### src/rtl/core/bse_pkg.sv
package bse_pkg;

	// Field widths of the block's channels
	localparam int SIZE_W  = 11;
	localparam int INDEX_W = 10;
	localparam int VALUE_W = 32;
	localparam int COUNT_W = 4;

	localparam int DEPTH_DEFAULT = 1024;

	// Request codes
	localparam logic REQ_LOAD   = 1'b0;
	localparam logic REQ_SEARCH = 1'b1;

	// Controller to datapath
	typedef struct packed {
		logic load;   // write one table entry
		logic start;  // set up a search and issue the first read
		logic probe;  // compare, narrow bounds, issue next read
	} bse_cmd_t;

	// Datapath to controller
	typedef struct packed {
		logic empty;  // search range is empty at start
		logic hit;    // probed entry equals key
		logic more;   // bounds still open after this probe
	} bse_stat_t;

endpackage

### src/rtl/core/bse_ctrl.sv
module bse_ctrl (
	input  logic               clk,
	input  logic               arst_n,
	input  logic               in_valid,
	output logic               in_ready,
	input  logic               req_type,
	output logic               out_valid,
	input  logic               out_ready,
	input  bse_pkg::bse_stat_t stat,
	output bse_pkg::bse_cmd_t  cmd
);
	import bse_pkg::*;

	typedef enum logic {
		ST_IDLE,
		ST_PROBE
	} state_t;

	state_t state_q;
	logic   out_valid_q;
	logic   in_fire;
	logic   slot_free;
	logic   res_done;

	// A search starts only when the result register is free or emptying
	assign slot_free = !out_valid_q || out_ready;
	assign in_ready  = (state_q == ST_IDLE) && ((req_type == REQ_LOAD) || slot_free);
	assign in_fire   = in_valid && in_ready;

	assign cmd.load  = in_fire && (req_type == REQ_LOAD);
	assign cmd.start = in_fire && (req_type == REQ_SEARCH);
	assign cmd.probe = (state_q == ST_PROBE);

	// Result lands: empty search at start, or last probe of a search
	assign res_done = ((state_q == ST_IDLE) && cmd.start && stat.empty) ||
		((state_q == ST_PROBE) && (stat.hit || !stat.more));

	assign out_valid = out_valid_q;

	// State and result valid
	always_ff @(posedge clk or negedge arst_n) begin
		if (!arst_n) begin
			state_q     <= ST_IDLE;
			out_valid_q <= 1'b0;
		end else begin
			if (res_done) begin
				out_valid_q <= 1'b1;
			end else if (out_valid_q && out_ready) begin
				out_valid_q <= 1'b0;
			end
			case (state_q)
				ST_IDLE: begin
					if (cmd.start && !stat.empty) begin
						state_q <= ST_PROBE;
					end
				end
				ST_PROBE: begin
					if (res_done) begin
						state_q <= ST_IDLE;
					end
				end
				default: begin
					state_q <= ST_IDLE;
				end
			endcase
		end
	end

endmodule

### config.mk
export PLATFORM = sky130hd
export DESIGN_NAME = bse_ctrl
export DESIGN_NICKNAME = d
export VERILOG_FILES = /design/src/rtl/core/bse_pkg.sv /design/src/rtl/core/bse_ctrl.sv
export SDC_FILE = /design/constraint.sdc
export NUM_CORES = 1
export LEC_CHECK = 0
export BUFFER_PORTS_ARGS = -buffer_cell sky130_fd_sc_hd__buf_2
export CAP_MARGIN = 0
export CORE_AREA = 2 2 39 41
export DETAILED_ROUTE_END_ITERATION = 10
export DIE_AREA = 0 0 41 43
export SLEW_MARGIN = 20
export SYNTH_ARGS = -nofsm -noshare
export SYNTH_HDL_FRONTEND = slang
export SYNTH_SLANG_ARGS = --single-unit
### constraint.sdc
create_clock -name clk -period 2.67 [get_ports clk]
set_clock_uncertainty 0.05 [all_clocks]
set_input_delay 0.534 -clock clk [delete_from_list [all_inputs] [get_ports clk]]
set_output_delay 0.534 -clock clk [all_outputs]
set_load 0.1 [all_outputs]
==> results.md, run 1 <==
- Status: finished clean
- Worst-path maximum fanout: 7
- Hold Crit Class: primary input to async pin
- Main area contributors after synthesis: dfrtp_1, and4b_1, a211o_1
- First-pass GRT wire length: 524 um
- Clock Path Buffers: 2
- Yosys top cell area share: 40.0%
- Die ar.: 1760 um2
- FP Rows: 14
- Pwr/cell area: 777 nW/um2
- Worst path cell trace: nand3b_1, nor2_2, buf_2
- Post-CTS Setup Bufs: 0
- Area grow syn2layout: 85.0%
- Most frequent cells in the layout: buf_2, clkbuf_4, dfrtp_1
- Top Ports: 13
- Routed wire per std cell: 8.37 um
- Pre-antenna DRT Iters: 3
- Clk_lat worst skew: 0.23 ns
- Clk slew on worst S/H paths: 0.03 ns
- P_leak: 0.121 nW
- Fin worst setup slack: 0.686 ns
- Fin crit period: 1.98 ns
- Number of H-tree levels: 1
- CP arrival: 1.40 ns
- Fmax: 504 MHz
- DRC: 0
- Peak VDD IR: 0.0944 mV
- Antenna Violating Nets Remaining: 0
- Critical Path Sink Type: primary output
- Unrepaired setup endpoints after global routing: false
- Core Util, Final: 16.7%
- Yosys warns: 0
- Via/cell ratio: 3.53
- Avg Cell Area, Syn: 9.62 um2
- Cells after synthesis: 13
- Startpoint types: flip-flop
- Port Buf Inserts: 12
- Cts bufs inserted: 3
- GP Congestion: 0.441
- CORE AREA: 1380 um2
- Crit Path Category: flip-flop to primary output
- Largest net degree at the start of global routing: 8
- DRT Wirelength: 360 um
- Layout Nets: 37
- Vias in the first global route: 146
- Fillers: 160
- Dpl hpwl: 277 um
- Slew @ Worst Pin: 0.485 ns
- WP data required: 2.09 ns
- Hold buffer count at CTS: 0
- Initial antenna violation count: 0
- Layout cells sized above 1: 66.7%
- Delay-heaviest family, CP: flip-flops
- Die X: 41 um
- Slew Limit Fails: 0
- Slowest stage delay, CP: 0.44 ns
- Post-synthesis cell type count: 12
- CTS resizes: 0
- Clk root buf: clkbuf_4
- Die Height: 43 um
- Critical path startpoint: state_q
- Gr usage total: 5.51%
- Register area share after synthesis: 40.0%
- CTS Sinks: 2
- Pre-CTS setup slack: 0.782 ns
- Netlist Area Pre-Place: 125 um2
- Rel. slew slack: 67.9%
- Footprint of the multi-input gates: 75.1 um2
- Initial DRC Count: 3
- Setup violators final: 0
- Setup TNS: 0 ns
- CP max-delay cell: dfrtp_1
- Worst r2r src: state_q
- CTS tree: done
- GRT Residual Overflow: 0
- Mapped Nets: 21
- Via count: 152
- Initial Utilization: 9.04%
- Antenna cell count: 0
- CP Buf/Inv Count: 1
- Fin crit share: 74.3%
- Synth Register Bits: 2
- Max-cap viol count: 0
- Post-synth top area cell: dfrtp_1
- Most common cell after layout, fill and taps aside: buf_2
- Register area: 50.0 um2
- Final Hold Viols: 0
-- path summary, 6_finish.rpt --
| path | endpoint | slack (ns) | depth (start not counted) |
|---|---|---|---|
| setup / recovery | cmd[1] | 0.69 | 3 |
| hold / removal | state_q | 0.03 | 1 |
| setup reg to reg | out_valid | 1.57 | 2 |
| hold reg to reg | state_q | 0.58 | 2 |
| max in group asynchronous | out_valid | 2.44 | 1 |
| min in group clk | state_q | 0.46 | 2 |
-- cell families after synthesis --
family / count (synthesis) / synth area share (%)
AOI/OAI and AO/OA: 3 / 18.0
buffers and inverters: 2 / 9.00
DFF: 2 / 40.0
and+or+nand+nor: 6 / 33.0
-- registers in the layout, summed over array words and instances, names as in the netlist --
name,flops
state_q,1
out_valid,1
-- metrics by stage --
| stage | hold WS (ns) | instance area, um2 | power [mW] | std cells |
|---|---|---|---|---|
| finish | 0.0294 | 231 | 0.180 | 43 |
| global route | 0.0206 | 231 | 0.192 | 43 |
| CTS | 0.0198 | 231 | 0.185 | 43 |
| detailed placement | 0.271 | 209 | 0.110 | 40 |
| global placement | 0.269 | 209 | 0.110 | 40 |
| floorplan | 0.188 | 136 | 0.0976 | 13 |
-- report_power, final --
part           leakage (nW)  internal, mW  switching [mW]
Sequential           0.0260        0.0336         0.00256
Combinational        0.0807        0.0142          0.0592
Clock                0.0138        0.0498          0.0205
Total                 0.121        0.0977          0.0823
-- final cells by class --
cell class | count | share of cell area (%)
Sequential cell | 2 | 21.6
Tap cell | 16 | 8.65
Inverter | 1 | 1.62
Clock buffer | 3 | 9.73
Multi-Input combinational cell | 9 | 32.4
Timing Repair Buffer | 12 | 25.9
-- routing by layer --
layer  GRT usage, %  part of all wire (%)
met1           3.83                    37
met2           6.88                    43
met3           3.14                    14
met4           10.0                   5.8
met5              0                     0
-- cell usage after synthesis, drive strengths merged --
cell,instances
dfrtp,2
a211o,1
a21oi,1
and4b,1
buf,1
inv,1
nand2b,1
nand3b,1
nor2,1
nor2b,1
nor3b,1
o32ai,1
Note: power is estimated with default switching activity, not from simulation.
==> run 2, diff against run 1 <==
clock period = 1.9 ns   (was 2.67 ns; I/O delays follow)
==> run 2 against run 1 <==
- final cell count grew 7.0%
- combinational power up 73%
- non-clock buffer count grew 2
- die area stayed put
- register-to-register slack worse by 0.85 ns
- power grew 60%
- routed wire length rose by 6.4%
- via count rose by 13%
- highest routed layer unchanged
==> results.md, run 2 (synthesis results as in run 1) <==
- CORE AREA: 1380 um2
- Hold slack: 0.314 ns
- Antenna Violating Nets Remaining: 0
- Footprint of the multi-input gates: 93.8 um2
- Port Buf Inserts: 12
- WP data required: 1.47 ns
- Register area: 51.3 um2
- Crit Path Category: flip-flop to primary output
- Slew Limit Fails: 0
- Vias in the first global route: 155
- FP Rows: 14
- Antenna cell count: 0
- Pwr/cell area: 949 nW/um2
- Top Ports: 13
- Cts bufs inserted: 3
- Hold buffer count at CTS: 1
- Setup violators final: 0
- Most frequent cells in the layout: buf_2, clkbuf_4, buf_12
- Number of H-tree levels: 1
- Largest net degree at the start of global routing: 8
- Worst R2R Path Depth: 2
- Fin crit share: 92.6%
- Die Height: 43 um
- CP arrival: 1.33 ns
- CTS tree: done
- DP Area: 267 um2
- CTS resizes: 0
- Clk slew on worst S/H paths: 0.03 ns
- Rel. slew slack: 68.0%
- Initial Utilization: 9.04%
- Hold path depth: 2
- Psw: 124 uW
- Peak VDD IR: 0.127 mV
- Post-CTS Setup Bufs: 0
- Clk root buf: clkbuf_4
- Area grow syn2layout: 142%
- Slew @ Worst Pin: 0.484 ns
- Critical Path Sink Type: primary output
- Sw Ratio: 43.0%
- Gr usage total: 6.01%
- First-pass GRT wire length: 552 um
- Via count: 172
- DRT Wirelength: 383 um
- Clk_lat worst skew: 0.23 ns
- Initial antenna violation count: 0
- GRT Residual Overflow: 0
- Combinational share of power: 44.2%
- CTS Sinks: 2
- Pre-antenna DRT Iters: 1
- Initial DRC Count: 0
- Setup TNS: 0 ns
- Clock Path Buffers: 2
- Startpoint types: flip-flop
- Flop pwr share: 18.1%
- Hold Crit Class: primary input to flip-flop
- DRC: 0
- Fin area: 303 um2
- Via/cell ratio: 3.74
- Final Hold Viols: 0
- Die X: 41 um
- Unrepaired setup endpoints after global routing: false
- Fin crit period: 1.76 ns
- Most common cell after layout, fill and taps aside: buf_2
- Max-cap viol count: 0
- Status: finished clean
- Layout Nets: 39
- Layout cells sized above 1: 66.7%
- Routed wire per std cell: 8.33 um
- Die ar.: 1760 um2
- Clock share of power: 37.6%
- Worst-path maximum fanout: 7
- Fmax: 569 MHz
- Fillers: 153
- P_leak: 0.145 nW
- P_int: 164 uW
- GP Congestion: 0.556
[run 2: cell types whose count changed in the layout (fill, tap and decap cells not counted), sizes merged]
cell         delta
dlygate4sd3     +1
buf             +1
clkbuf          +1
[run 2: critical path, cell delays in order, from the launching register on]
cell	delay [ns]
dfrtp_1	0.47
nor3b_4	0.19
buf_2	0.44
[run 2: per-stage QoR]
step / total power [mW] / std cells / utilization (%) / setup WS (ns)
floorplan: 0.143 / 13 / - / 0.0141
global placement: 0.178 / 41 / 19.3 / 0.338
detailed placement: 0.179 / 41 / 19.3 / 0.325
CTS: 0.294 / 46 / 21.9 / 0.126
global route: 0.301 / 46 / 21.9 / 0.0784
finish: 0.287 / 46 / 21.9 / 0.141
[run 2: final cells by class]
cell class	count	area share (%)
Timing Repair Buffer	14	35.5
Multi-Input combinational cell	9	31.0
Sequential cell	2	16.9
Clock buffer	4	8.68
Tap cell	16	6.61
Inverter	1	1.24
[run 2: path summary, 6_finish.rpt]
path / from / end / slack (ns)
worst max-delay path: state_q / cmd[2] / 0.14
worst min-delay path: stat[2] / state_q / 0.31
worst max register to register: state_q / out_valid / 0.72
min in group asynchronous: arst_n / out_valid / 0.41
max in group asynchronous: arst_n / out_valid / 1.28
worst min register to register: state_q / state_q / 0.62
[run 2: power by group through the flow]
stage	Sequential, mW	Combinational, mW	Clock [mW]
4_1_cts	0.0521	0.128	0.114
3_3_place_gp	0.0525	0.126	0
6_report	0.0521	0.127	0.108
5_1_grt	0.0525	0.132	0.117
3_5_place_dp	0.0527	0.126	0
2_1_floorplan	0.0746	0.0686	0
[run 2: metal layers]
| metal | vias to the layer above | GRT usage [%] | wire (um) |
|---|---|---|---|
| met1 | 75 | 3.83 | 142 |
| met2 | 13 | 7.50 | 166 |
| met5 | - | 0 | 0 |
| met4 | 0 | 12.0 | 33 |
| li1 | 80 | - | - |
| met3 | 4 | 3.14 | 41 |
==> run 3, diff against run 2 <==
clock period = 2.17 ns   (was 1.9 ns; I/O delays follow)
==> run 3 against run 2 <==
- design area fell by 20%
- worst hold slack better by 0.064 ns
- global-route usage fell by 2.0 points
- critical endpoint is now cmd[1]
==> results.md, run 3 (synthesis results as in run 1) <==
- Setup violators final: 0
- Slew Limit Fails: 0
- Number of H-tree levels: 1
- P_int: 121 uW
- CTS tree: done
- CORE AREA: 1380 um2
- Layout cells sized above 1: 64.3%
- Antenna Violating Nets Remaining: 0
- CTS resizes: 0
- Clk_lat worst skew: 0.22 ns
- Flop pwr share: 20.4%
- Final Hold Viols: 0
- Hold Crit Class: primary input to flip-flop
- Footprint of the multi-input gates: 75.1 um2
- Clock share of power: 37.3%
- Overall power: 217 uW
- Clock Path Buffers: 2
- Worst r2r src: state_q
- GRT Residual Overflow: 0
- Fin worst setup slack: 0.300 ns
- Register area: 50.0 um2
- Port Buf Inserts: 12
- Fin area: 241 um2
- Combinational share of power: 42.3%
- Hold_sp: stat[2]
- Worst-path maximum fanout: 7
- CTS Sinks: 2
- Slew @ Worst Pin: 0.485 ns
- Status: finished clean
- Die Height: 43 um
- Sw Ratio: 44.3%
- P_leak: 0.125 nW
- Setup TNS: 0 ns
- Core Util, Final: 17.5%
- Most frequent cells in the layout: buf_2, clkbuf_4, dfrtp_1
- Pre-antenna DRT Iters: 2
- Pwr/cell area: 900 nW/um2
- Initial DRC Count: 2
- Gr usage total: 4.01%
- Placed cell count: 40
- Via count: 149
- Hold buffer count at CTS: 1
- First-pass GRT wire length: 400 um
- CP arrival: 1.39 ns
- Cts bufs inserted: 3
- Psw: 96.3 uW
- Initial Utilization: 9.04%
- Fin crit share: 86.2%
- DRC: 0
- Top Ports: 13
- Largest net degree at the start of global routing: 8
- DRT Wirelength: 320 um
- Clk slew on worst S/H paths: 0.03 ns
- Rel. slew slack: 67.9%
- Die X: 41 um
- Critical path startpoint: state_q
- Crit Path Category: flip-flop to primary output
- FP Rows: 14
- Unrepaired setup endpoints after global routing: false
- Hold slack: 0.378 ns
- Critical Path Sink Type: primary output
- Pre-CTS setup slack: 0.478 ns
- Dpl hpwl: 258 um
- Die ar.: 1760 um2
- Startpoint types: flip-flop
- Vias in the first global route: 123
- Fillers: 161
- Max-cap viol count: 0
- GP Congestion: 0.422
- DP Area: 209 um2
- Post-CTS Setup Bufs: 0
- Routed wire per std cell: 7.27 um
- Layout Nets: 38
- Fmax: 535 MHz
- Initial antenna violation count: 0
- Peak VDD IR: 0.110 mV
- Via/cell ratio: 3.39
- WP data required: 1.69 ns
- Area grow syn2layout: 93.0%
- Antenna cell count: 0
- Clk root buf: clkbuf_4
- Most common cell after layout, fill and taps aside: buf_2
- Final cell count without fillers: 44
- Fin crit period: 1.87 ns
## run 3: cell count changes in the layout (fill, tap and decap cells not counted), sizes merged
cell	previous run	this run
clkbuf	4	3
buf	13	12
## run 3: power by group through the flow
stage / Clock [mW] / Combinational, mW / Sequential [mW]
final: 0.0810 / 0.0918 / 0.0444
after global routing: 0.0888 / 0.0960 / 0.0450
after CTS: 0.0857 / 0.0924 / 0.0445
after detailed placement: 0 / 0.0909 / 0.0448
after global placement: 0 / 0.0902 / 0.0448
after floorplan: 0 / 0.0561 / 0.0640
## run 3: path summary, 6_finish.rpt
kind / cells after the start / slack [ns] / end
hold / removal: 2 / 0.38 / state_q
min in group asynchronous: 2 / 0.49 / out_valid
setup / recovery: 3 / 0.30 / cmd[1]
setup reg to reg: 2 / 1.07 / out_valid
hold reg to reg: 1 / 0.59 / out_valid
max in group asynchronous: 2 / 1.48 / state_q
## run 3: per-layer routing
metal | wire length (um) | GRT usage [%]
met4 | 0 | 6.00
met3 | 50 | 3.14
met1 | 137 | 3.51
met5 | 0 | 0
met2 | 133 | 4.38
## run 3: final cells by class
| cell class | instances | share of cell area [%] |
|---|---|---|
| Sequential cell | 2 | 20.7 |
| Inverter | 1 | 1.55 |
| Timing Repair Buffer | 13 | 29.0 |
| Clock buffer | 3 | 9.33 |
| Multi-Input combinational cell | 9 | 31.1 |
| Tap cell | 16 | 8.29 |
## run 3: worst max-delay path, cell delays in order (launching register included)
cell and delay [ns]:
dfrtp_1 0.44, nand3b_1 0.22, nor2_2 0.08, buf_2 0.42
